--- src/design/assert_macros.svh ---
// Assertion macros used by the top level of the gradient orientation block.
`ifndef ASSERT_MACROS_SVH
`define ASSERT_MACROS_SVH

// Clocked check that is switched off while reset is held.
`define ASSERT_CLK(label, prop, msg) \
  label: assert property (@(posedge clk) disable iff (!rst_n) prop) else $error(msg);

// Clocked check that also holds across reset.
`define ASSERT_CLK_ALWAYS(label, prop, msg) \
  label: assert property (@(posedge clk) prop) else $error(msg);

`endif

--- src/design/hog_pkg.sv ---
// Types, constants and helper functions for the gradient orientation block.
package hog_pkg;

  localparam int unsigned NumCh   = 3;
  localparam int unsigned NumDirs = 9;
  localparam int unsigned GroupW  = 3;
  localparam int unsigned NumGrp  = NumDirs / GroupW;
  localparam int unsigned PixW    = 8;
  localparam int unsigned GradW   = 9;
  localparam int unsigned MagW    = 9;
  localparam int unsigned BinW    = 5;
  localparam int unsigned CoefW   = 8;
  localparam int unsigned DotW    = 17;
  localparam int unsigned AbsW    = 16;
  localparam int unsigned InW     = NumCh * 4 * PixW;
  localparam int unsigned OutW    = 32;

  localparam logic [BinW-1:0] BinMax = BinW'(2 * NumDirs - 1);

  // Unit directions at 20 degree steps, scaled by 100 and rounded.
  localparam logic signed [CoefW-1:0] DirU [NumDirs] = '{
    8'sd100, 8'sd94, 8'sd77, 8'sd50, 8'sd17, -8'sd17, -8'sd50, -8'sd77, -8'sd94
  };
  localparam logic signed [CoefW-1:0] DirV [NumDirs] = '{
    8'sd0, 8'sd34, 8'sd64, 8'sd87, 8'sd98, 8'sd98, 8'sd87, 8'sd64, 8'sd34
  };

  typedef logic signed [GradW-1:0] grad_t;

  typedef struct packed {
    logic [AbsW-1:0] mag;
    logic [BinW-1:0] bin;
  } hog_cand_t;

  // Magnitude of a central difference; it never exceeds 255.
  function automatic logic [PixW-1:0] abs_grad(input grad_t g);
    grad_t n;
    n = -g;
    return g[GradW-1] ? n[PixW-1:0] : g[PixW-1:0];
  endfunction

endpackage

--- src/design/hog_grad_lane.sv ---
// One colour channel: central differences and L1 magnitude.
module hog_grad_lane (
  input  logic [hog_pkg::PixW-1:0] left_i,
  input  logic [hog_pkg::PixW-1:0] right_i,
  input  logic [hog_pkg::PixW-1:0] above_i,
  input  logic [hog_pkg::PixW-1:0] below_i,
  output hog_pkg::grad_t           dx_o,
  output hog_pkg::grad_t           dy_o,
  output logic [hog_pkg::MagW-1:0] mag_o
);

  assign dx_o  = $signed({1'b0, right_i}) - $signed({1'b0, left_i});
  assign dy_o  = $signed({1'b0, below_i}) - $signed({1'b0, above_i});
  assign mag_o = {1'b0, hog_pkg::abs_grad(dx_o)} + {1'b0, hog_pkg::abs_grad(dy_o)};

endmodule

--- src/design/hog_dir_lane.sv ---
// One orientation direction: dot product with the gradient, folded to a bin candidate.
module hog_dir_lane #(
  parameter int unsigned DIR_IDX = 0
) (
  input  hog_pkg::grad_t    dx_i,
  input  hog_pkg::grad_t    dy_i,
  output hog_pkg::hog_cand_t cand_o
);

  logic signed [hog_pkg::DotW-1:0] prod_u;
  logic signed [hog_pkg::DotW-1:0] prod_v;
  logic signed [hog_pkg::DotW-1:0] dot;
  logic signed [hog_pkg::DotW-1:0] dot_neg;

  assign prod_u  = hog_pkg::DotW'(hog_pkg::DirU[DIR_IDX]) * hog_pkg::DotW'(dx_i);
  assign prod_v  = hog_pkg::DotW'(hog_pkg::DirV[DIR_IDX]) * hog_pkg::DotW'(dy_i);
  assign dot     = prod_u + prod_v;
  assign dot_neg = -dot;

  // A negative dot product points the opposite way, nine bins further on.
  assign cand_o.mag = dot[hog_pkg::DotW-1] ? dot_neg[hog_pkg::AbsW-1:0]
                                          : dot[hog_pkg::AbsW-1:0];
  assign cand_o.bin = dot[hog_pkg::DotW-1] ? hog_pkg::BinW'(DIR_IDX + hog_pkg::NumDirs)
                                          : hog_pkg::BinW'(DIR_IDX);

endmodule

--- src/design/hog_bin_merge.sv ---
// Picks the strongest of a group of direction candidates; the earliest wins a tie.
module hog_bin_merge (
  input  hog_pkg::hog_cand_t cand_i [hog_pkg::GroupW],
  output hog_pkg::hog_cand_t best_o
);

  always_comb begin
    best_o = cand_i[0];
    for (int i = 1; i < hog_pkg::GroupW; i++) begin
      if (cand_i[i].mag > best_o.mag) begin
        best_o = cand_i[i];
      end
    end
  end

endmodule

--- src/design/hog_gradient_orientation_bin.sv ---
// Top level of the gradient orientation binning block.
// Each input beat carries the left, right, above and below neighbours of one pixel in
// three 8-bit colour channels. Three gradient lanes form dx, dy and the L1 magnitude,
// the channel with the strictly largest magnitude is kept (earliest on a tie), and
// nine direction lanes take dot products that a registered tree merges into one of
// 18 orientation bins.
// Output beats carry the magnitude, the bin and the chosen dx and dy.
// A result passes through the stage registers s1 to s4 and then the output register.
// Throughput: one beat per clock unless stalled; five beats held, one per stage.
// in_tready is low only when every stage holds a beat and the receiver stalls;
// bubbles in the pipeline are closed up while the output is held.
// A stalled output beat holds its data until out_tready is seen.
// Reset clears all stage valid flags, so no beat is presented after reset.
// No configuration is needed; every pixel is independent.
module hog_gradient_orientation_bin (
  input  logic                       clk,
  input  logic                       rst_n,
  input  logic                       in_tvalid,
  output logic                       in_tready,
  // c0_left, c0_right, c0_above, c0_below, c1_left .. c1_below, c2_left .. c2_below
  input  logic [hog_pkg::InW-1:0]    in_tdata,
  output logic                       out_tvalid,
  input  logic                       out_tready,
  // magnitude[8:0], orient_bin[13:9], chosen_dx[22:14], chosen_dy[31:23]
  output logic [hog_pkg::OutW-1:0]   out_tdata
);

  `include "assert_macros.svh"

  // Stage 1: per-channel gradients.
  hog_pkg::grad_t              lane_dx  [hog_pkg::NumCh];
  hog_pkg::grad_t              lane_dy  [hog_pkg::NumCh];
  logic [hog_pkg::MagW-1:0]    lane_mag [hog_pkg::NumCh];
  hog_pkg::grad_t              s1_dx_r  [hog_pkg::NumCh];
  hog_pkg::grad_t              s1_dy_r  [hog_pkg::NumCh];
  logic [hog_pkg::MagW-1:0]    s1_mag_r [hog_pkg::NumCh];
  logic                        s1_v_r;

  // Stage 2: chosen channel.
  hog_pkg::grad_t              sel_dx_nxt;
  hog_pkg::grad_t              sel_dy_nxt;
  logic [hog_pkg::MagW-1:0]    sel_mag_nxt;
  hog_pkg::grad_t              s2_dx_r;
  hog_pkg::grad_t              s2_dy_r;
  logic [hog_pkg::MagW-1:0]    s2_mag_r;
  logic                        s2_v_r;

  // Stage 3: direction candidates.
  hog_pkg::hog_cand_t          dir_cand [hog_pkg::NumDirs];
  hog_pkg::hog_cand_t          s3_cand_r [hog_pkg::NumDirs];
  hog_pkg::grad_t              s3_dx_r;
  hog_pkg::grad_t              s3_dy_r;
  logic [hog_pkg::MagW-1:0]    s3_mag_r;
  logic                        s3_v_r;

  // Stage 4: group winners.
  hog_pkg::hog_cand_t          grp_best [hog_pkg::NumGrp];
  hog_pkg::hog_cand_t          s4_cand_r [hog_pkg::NumGrp];
  hog_pkg::grad_t              s4_dx_r;
  hog_pkg::grad_t              s4_dy_r;
  logic [hog_pkg::MagW-1:0]    s4_mag_r;
  logic                        s4_v_r;

  // Stage 5: output register.
  hog_pkg::hog_cand_t          fin_best;
  hog_pkg::grad_t              out_dx_r;
  hog_pkg::grad_t              out_dy_r;
  logic [hog_pkg::MagW-1:0]    out_mag_r;
  logic [hog_pkg::BinW-1:0]    out_bin_r;
  logic                        out_v_r;

  logic rdy1, rdy2, rdy3, rdy4, rdy5;

  // A stage moves on when it is empty or the stage after it moves on.
  assign rdy5      = !out_v_r || out_tready;
  assign rdy4      = !s4_v_r  || rdy5;
  assign rdy3      = !s3_v_r  || rdy4;
  assign rdy2      = !s2_v_r  || rdy3;
  assign rdy1      = !s1_v_r  || rdy2;
  assign in_tready = rdy1;

  for (genvar c = 0; c < hog_pkg::NumCh; c++) begin : g_grad
    hog_grad_lane u_lane (
      .left_i  (in_tdata[(c*4+0)*hog_pkg::PixW +: hog_pkg::PixW]),
      .right_i (in_tdata[(c*4+1)*hog_pkg::PixW +: hog_pkg::PixW]),
      .above_i (in_tdata[(c*4+2)*hog_pkg::PixW +: hog_pkg::PixW]),
      .below_i (in_tdata[(c*4+3)*hog_pkg::PixW +: hog_pkg::PixW]),
      .dx_o    (lane_dx[c]),
      .dy_o    (lane_dy[c]),
      .mag_o   (lane_mag[c])
    );
  end

  always_ff @(posedge clk) begin
    if (!rst_n) begin
      s1_v_r <= 1'b0;
    end else if (rdy1) begin
      s1_v_r <= in_tvalid;
    end
  end

  always_ff @(posedge clk) begin
    if (rdy1) begin
      s1_dx_r  <= lane_dx;
      s1_dy_r  <= lane_dy;
      s1_mag_r <= lane_mag;
    end
  end

  // Channel 0 is the default; a later channel must be strictly larger to win.
  always_comb begin
    sel_dx_nxt  = s1_dx_r[0];
    sel_dy_nxt  = s1_dy_r[0];
    sel_mag_nxt = s1_mag_r[0];
    for (int c = 1; c < hog_pkg::NumCh; c++) begin
      if (s1_mag_r[c] > sel_mag_nxt) begin
        sel_dx_nxt  = s1_dx_r[c];
        sel_dy_nxt  = s1_dy_r[c];
        sel_mag_nxt = s1_mag_r[c];
      end
    end
  end

  always_ff @(posedge clk) begin
    if (!rst_n) begin
      s2_v_r <= 1'b0;
    end else if (rdy2) begin
      s2_v_r <= s1_v_r;
    end
  end

  always_ff @(posedge clk) begin
    if (rdy2) begin
      s2_dx_r  <= sel_dx_nxt;
      s2_dy_r  <= sel_dy_nxt;
      s2_mag_r <= sel_mag_nxt;
    end
  end

  for (genvar d = 0; d < hog_pkg::NumDirs; d++) begin : g_dir
    hog_dir_lane #(
      .DIR_IDX (d)
    ) u_dir (
      .dx_i   (s2_dx_r),
      .dy_i   (s2_dy_r),
      .cand_o (dir_cand[d])
    );
  end

  always_ff @(posedge clk) begin
    if (!rst_n) begin
      s3_v_r <= 1'b0;
    end else if (rdy3) begin
      s3_v_r <= s2_v_r;
    end
  end

  always_ff @(posedge clk) begin
    if (rdy3) begin
      s3_cand_r <= dir_cand;
      s3_dx_r   <= s2_dx_r;
      s3_dy_r   <= s2_dy_r;
      s3_mag_r  <= s2_mag_r;
    end
  end

  // Groups keep direction order, so the tie rule of the serial search is preserved.
  for (genvar g = 0; g < hog_pkg::NumGrp; g++) begin : g_grp
    hog_pkg::hog_cand_t grp_in [hog_pkg::GroupW];
    for (genvar k = 0; k < hog_pkg::GroupW; k++) begin : g_in
      assign grp_in[k] = s3_cand_r[g*hog_pkg::GroupW + k];
    end
    hog_bin_merge u_merge (
      .cand_i (grp_in),
      .best_o (grp_best[g])
    );
  end

  always_ff @(posedge clk) begin
    if (!rst_n) begin
      s4_v_r <= 1'b0;
    end else if (rdy4) begin
      s4_v_r <= s3_v_r;
    end
  end

  always_ff @(posedge clk) begin
    if (rdy4) begin
      s4_cand_r <= grp_best;
      s4_dx_r   <= s3_dx_r;
      s4_dy_r   <= s3_dy_r;
      s4_mag_r  <= s3_mag_r;
    end
  end

  hog_bin_merge u_final (
    .cand_i (s4_cand_r),
    .best_o (fin_best)
  );

  always_ff @(posedge clk) begin
    if (!rst_n) begin
      out_v_r <= 1'b0;
    end else if (rdy5) begin
      out_v_r <= s4_v_r;
    end
  end

  always_ff @(posedge clk) begin
    if (rdy5) begin
      out_bin_r <= fin_best.bin;
      out_dx_r  <= s4_dx_r;
      out_dy_r  <= s4_dy_r;
      out_mag_r <= s4_mag_r;
    end
  end

  assign out_tvalid = out_v_r;
  assign out_tdata  = {out_dy_r, out_dx_r, out_bin_r, out_mag_r};

  `ASSERT_CLK_ALWAYS(a_idle_after_reset, !rst_n |=> !out_tvalid, "beat presented after reset")
  `ASSERT_CLK(a_bin_range, out_tvalid |-> (out_bin_r <= hog_pkg::BinMax), "bin out of range")
  `ASSERT_CLK(a_mag_match, out_tvalid |-> (out_mag_r == ({1'b0, hog_pkg::abs_grad(out_dx_r)} + {1'b0, hog_pkg::abs_grad(out_dy_r)})), "magnitude does not match gradient")
  `ASSERT_CLK(a_zero_bin, (out_tvalid && (out_mag_r == '0)) |-> (out_bin_r == '0), "zero gradient not in bin zero")

endmodule

--- config.mk ---
export PLATFORM = sky130hd
export DESIGN_NAME = hog_gradient_orientation_bin
export DESIGN_NICKNAME = d
export VERILOG_FILES = /design/src/design/hog_pkg.sv /design/src/design/hog_grad_lane.sv /design/src/design/hog_dir_lane.sv /design/src/design/hog_bin_merge.sv /design/src/design/hog_gradient_orientation_bin.sv
export VERILOG_INCLUDE_DIRS = /design/src /design/src/design
export SDC_FILE = /design/constraint.sdc
export NUM_CORES = 2
export LEC_CHECK = 0
export ABC_CLOCK_PERIOD_IN_PS = 7350
export BUFFER_PORTS_ARGS = -buffer_cell sky130_fd_sc_hd__buf_2
export CORE_UTILIZATION = 65
export DETAILED_ROUTE_END_ITERATION = 7
export GPL_ROUTABILITY_DRIVEN = 0
export PLACE_DENSITY_LB_ADDON = 0.05
export REMOVE_ABC_BUFFERS = 1
export SETUP_SLACK_MARGIN = 0.1
export SYNTH_ARGS = -nofsm -noshare
export SYNTH_HDL_FRONTEND = slang
export SYNTH_SLANG_ARGS = --single-unit
--- constraint.sdc ---
create_clock -name clk -period 7.35 [get_ports clk]
set_input_delay 0.3675 -clock clk [delete_from_list [all_inputs] [get_ports clk]]
set_output_delay 0.3675 -clock clk [all_outputs]
set_load 0.1 [all_outputs]
; Yosys cells after proc, flatten, opt, wreduce, memory -nomap -nowiden
; Index checks and enable logic that the tools add are counted.
[word_totals]
output_inout_bits = 34
ff_bits = 451
[op_classes]
multipliers = 12
reduce_logical = 10
mux = 38
n_lt_le_gt_ge = 10
add_sub_neg = 32
[ops]
columns = cell, count
row1 = 21-bit 2-to-1 mux, 7
row2 = 16-bit 2-to-1 mux, 9
row3 = 16-bit negation, 9
row4 = 16-bit > comparator, 8
row5 = "6-bit by 9-bit multiplier with 15-bit output, first input constant", 6
row6 = 9-bit 2-to-1 mux, 6
row7 = 8-bit by 8-bit subtractor with 9-bit output, 6
row8 = "8-bit by 9-bit multiplier with 17-bit output, first input constant", 3
row9 = "7-bit by 9-bit multiplier with 16-bit output, first input constant", 3
row10 = 8-bit 2-to-1 mux, 6
row11 = 8-bit negation, 6
row12 = 15-bit by 17-bit adder with 17-bit output, 2
row13 = 16-bit by 17-bit adder with 17-bit output, 2
row14 = 17-bit by 15-bit adder with 17-bit output, 2
row15 = 17-bit by 16-bit adder with 17-bit output, 2
row16 = 4-bit 2-to-1 mux, 7
row17 = 8-bit by 8-bit adder with 9-bit output, 3
row18 = 9-bit > comparator, 2
row19 = 5-bit 2-to-1 mux, 3
row20 = 1-bit logical NOT, 5
row21 = 1-bit logical OR, 5

; Logic depth before layout (Yosys ltp)
[depth]
ltp_word = 6
ltp_mapped = 27
ltp_nobuf = 26

; Cells and area by module
; From an unflattened synthesis, not the netlist that was laid out.
[unflattened]
hier_cells = 4993
hier_area_um2 = 49740.2
[modules_own_cells]
columns = module, area_each_um2, n_inst, seq_area_each_um2, cells_each
row1 = hog_gradient_orientation_bin, 14951.8, 1, 13492.9, 657
row2 = hog_bin_merge, 1776.7, 4, 0.0, 258
row3 = hog_dir_lane (g_dir[6].u_dir), 3681.0, 1, 0.0, 411
row4 = hog_dir_lane (g_dir[5].u_dir), 3387.0, 1, 0.0, 385
row5 = hog_dir_lane (g_dir[3].u_dir), 3111.7, 1, 0.0, 352
row6 = hog_dir_lane (g_dir[1].u_dir), 3059.2, 1, 0.0, 382
row7 = hog_dir_lane (g_dir[4].u_dir), 2576.2, 1, 0.0, 309
row8 = hog_dir_lane (g_dir[8].u_dir), 2553.7, 1, 0.0, 303
row9 = hog_dir_lane (g_dir[7].u_dir), 2220.9, 1, 0.0, 240
row10 = hog_dir_lane (g_dir[2].u_dir), 2145.8, 1, 0.0, 259
row11 = hog_grad_lane (g_grad[1].u_lane), 1290.0, 1, 0.0, 180
row12 = hog_grad_lane (g_grad[0].u_lane), 1285.0, 1, 0.0, 180
row13 = hog_grad_lane (g_grad[2].u_lane), 1268.7, 1, 0.0, 179
row14 = hog_dir_lane (g_dir[0].u_dir), 1102.3, 1, 0.0, 124

; Worst setup path after synthesis
; No wires, ideal clock.
[synth_timing]
path_kind = reg-to-reg
from = reg s2_dx_r[8]
to = reg s3_cand_r (netlist bit g_grp[0].grp_in[34]), data pin
required_ns = 7.080
setup_ns = 0.270
setup_slack_ns = 0.570
path_stages_with_launch = 25
synth_period_minus_slack_ns = 6.780
path_buffers = 2
t_arrival_ns = 6.510
cell_sequence = edfxtp_1 > buf_1 > inv_1 > fa_1 > inv_1 > ha_1 > fa_1 > inv_1 > fa_1 > inv_1 > ha_1 > o21ai_0 > nor2b_1 > xnor2_1 > ha_1 > and2_1 > o21ai_0 > o31ai_2 > or4_4 > a31oi_4 > xor2_2 > inv_2 > buf_6 > a21oi_2 > xor2_1
[synth_rtl]
columns = element, line_no
row1 = "start, declared", hog_gradient_orientation_bin.sv:43  ; hog_pkg::grad_t s2_dx_r;
row2 = "start signal, assigned", hog_gradient_orientation_bin.sv:134  ; s2_dx_r <= sel_dx_nxt;
row3 = "end signal, assigned", hog_gradient_orientation_bin.sv:160  ; s3_cand_r <= dir_cand;
row4 = "end, declared", hog_gradient_orientation_bin.sv:50  ; hog_pkg::hog_cand_t s3_cand_r [hog_pkg::NumDirs];

==> impl_metrics.ini <==
[flow_run]
maxCapViolations = 0

[worst_setup_path]
path_delay_family = adder cells
crit_path_end = g_grp[0].grp_in[33]
cp.depth = 25
crit_start = s2_dx_r[2]
critPathKind = register to register
reg2reg_depth = 25
cp-end-kind = register
slowest_delay_ps = 520
rrSetupSlack_ps = 440
critical-path-top-cell-by-count = inv_1
critPathRequiredTime_ps = 7670
critPathArrivalTime_ps = 7220
reg2reg_to = g_grp[0].grp_in[33]
crit_path_max_fanout = 13
critPathSlowestCell = fa_1
startpoint_type = register
reg2reg_from = s2_dx_r[2]
cp.buffers_inverters = 5

[synth]
synth.avg_cell_area_um2 = 10.4
synth_top_area_share_pct = 30.7
synth.distinct_cells = 88
synth_top_flop_cell = edfxtp_1
synth_top_family_by_area = adder cells
syn-cell-area_um2 = 39000
synth_xor_area_share_pct = 8.97
synth_edf_count = 399
synthArstFlopShare_pct = 0
synth_compound_gate_area_share_pct = 11.2
synth_area_leaders = edfxtp_1 31%, ha_1 20%, fa_1 9.3%
synth-seq-cells = 404
yosys.area.top_type = edfxtp_1
yosys_warnings = 0
synthAdderAreaFrac_pct = 29.5
synthMuxAreaShare_pct = 4.47
synthSimpleGateAreaFrac_pct = 8.27
yosysSeqAreaShare_pct = 31.0
synthesis.instances = 3763

[sta]
finalCritPeriodShare_pct = 93.9
tightest_slew_ps = 1210
tns_ps = 0
rsz0062_at_grt = false
report.final.hold_viol_count = 0
maxSlewHeadroom_pct = 19.1
maxSlewViolCount = 0
max_freq_ghz = 0.145
skew_ps = 19.9
finalSetupViolations = 0
min_period_ps = 6910

[place]
dpl.hpwl_um = 84000
io_buffers = 133

[clock_network]
post_cts_buffers = 0
cts_buffers = 44
cts_resized = 0
cts_max_level = 2
root_buffer = clkbuf_16
insertion_delay_ps = 600
clock_path_buffers = 3
cts.sinks = 404
clk_pin_slew_worst_paths_ps = 70
cts_tree = yes
postCtsHoldBufs = 0

[routing]
routed-wl-met3_um = 7380
met1_length_um = 41900
viasPerCell = 6.01
routed_wl_um = 103000
post-route-drc-count = 4
first_pass_iters = 7
vias = 28620
wl_met2_um = 47000
dr.max_layer_used = met4
ant_nets = 0
wl_per_cell_um = 21.6
drt_iter0_drc = 2098

[floorplanning]
core.rowCount = 89
die_h_um = 247
dieArea_um2 = 60900
die_width_um = 247
pin_count = 134
start_util_pct = 65.9
core-area_um2 = 59100

[final_layout]
multi_input_area_um2 = 24400
drive_above_1_share_pct = 8.85
area_delta_synth_final_pct = 8.53
final_cell_mix = 635 x inv_1, 629 x ha_1, 399 x edfxtp_1, 284 x xnor2_1, 205 x nor2_1
layout.nets = 4862
final_common_cell = inv_1
n_antenna_cell = 0
regArea_um2 = 12100
fill_cells = 4264

[global_route]
antenna_found_initial = 0
grt_pass1_wl_um = 157000
grt_usage_pct = 34.1
grt_pass1_vias = 28807
grt_max_degree = 88
gr-total-overflow = 0

[hold_path]
min_from = in_tvalid
hold_class = input pin to register

[run_status]
run_status = finished with violations
violations = design-rule violations
==> kinds of logic after synthesis <==
family                   count (synthesis)
adder cells (fa/ha/maj)                810
buffers and inverters                  678
AO/OA/AOI/OAI                          660
AND/OR/NAND/NOR                        652
flip-flops                             404
XOR/XNOR                               391
multiplexers                           168
==> worst min path at each step <==
stage / to / slack, ps / cells past startpoint
CTS: s1_v_r / 10 / 3
global placement: out_dx_r[8] / 400 / 0
floorplan: out_dx_r[0] / 400 / 0
finish: s1_v_r / 20 / 3
detailed placement: s4_dx_r[6] / 400 / 0
global route: s3_v_r / 20 / 2
==> sequential cells by signal, indices dropped and copies added (netlist names), 27 cells and up <==
name and count:
s1_dx_r 27, s1_mag_r 27, g_grp.grp_in 148, s4_cand_r 59, s1_dy_r 27
==> layout make-up <==
type / count / area share [%]
clock buffer: 49 / 2.65
clock inverter: 33 / 0.728
inverter: 639 / 5.68
multi-input combinational: 2681 / 57.7
sequential: 404 / 28.6
tap: 773 / 2.29
timing repair buffer: 182 / 2.44
==> synth_stat cells, types with 15 or more instances <==
master,number
a211oi_1,15
clkbuf_1,22
a31oi_1,21
nor3_1,57
mux2i_1,121
o21bai_1,47
ha_1,629
o21a_1,58
fa_1,181
nor2_1,205
o31ai_1,20
xnor2_1,284
xor2_1,101
a21oi_1,177
nand3_1,43
edfxtp_1,399
mux2_2,47
nand2b_1,30
a21o_1,106
nand2_1,139
inv_1,636
o21ai_0,107
nor2b_1,39
nand4_1,27
==> metal layers <==
metal | vias up | GRT usage, %
li1 | 13435 | -
met3 | 264 | 5.74
met1 | 13884 | 43.0
met5 | - | 0
met4 | 0 | 18.9
met2 | 1037 | 55.7
==> stage by stage <==
stage                     hold slack [ps]  area [µm²]  setup slack (ps)  util (%)  instances
after floorplan                       400       38800              85.5         -       3724
after global placement                401       40900               647      69.1       4679
after detailed placement              405       40900               506      69.1       4679
after CTS                            13.1       42300               474      71.5       4761
after global routing                 24.4       42300               108      71.5       4761
final                                22.0       42300               445      71.5       4761
==> tightest hold or removal path, stage by stage <==
cell	delay (ps)
buf_2	90
inv_1	40
a21boi_0	70
Power is not shown: default switching activity piles up to over one toggle a cycle in this logic, so the estimate is an artifact.
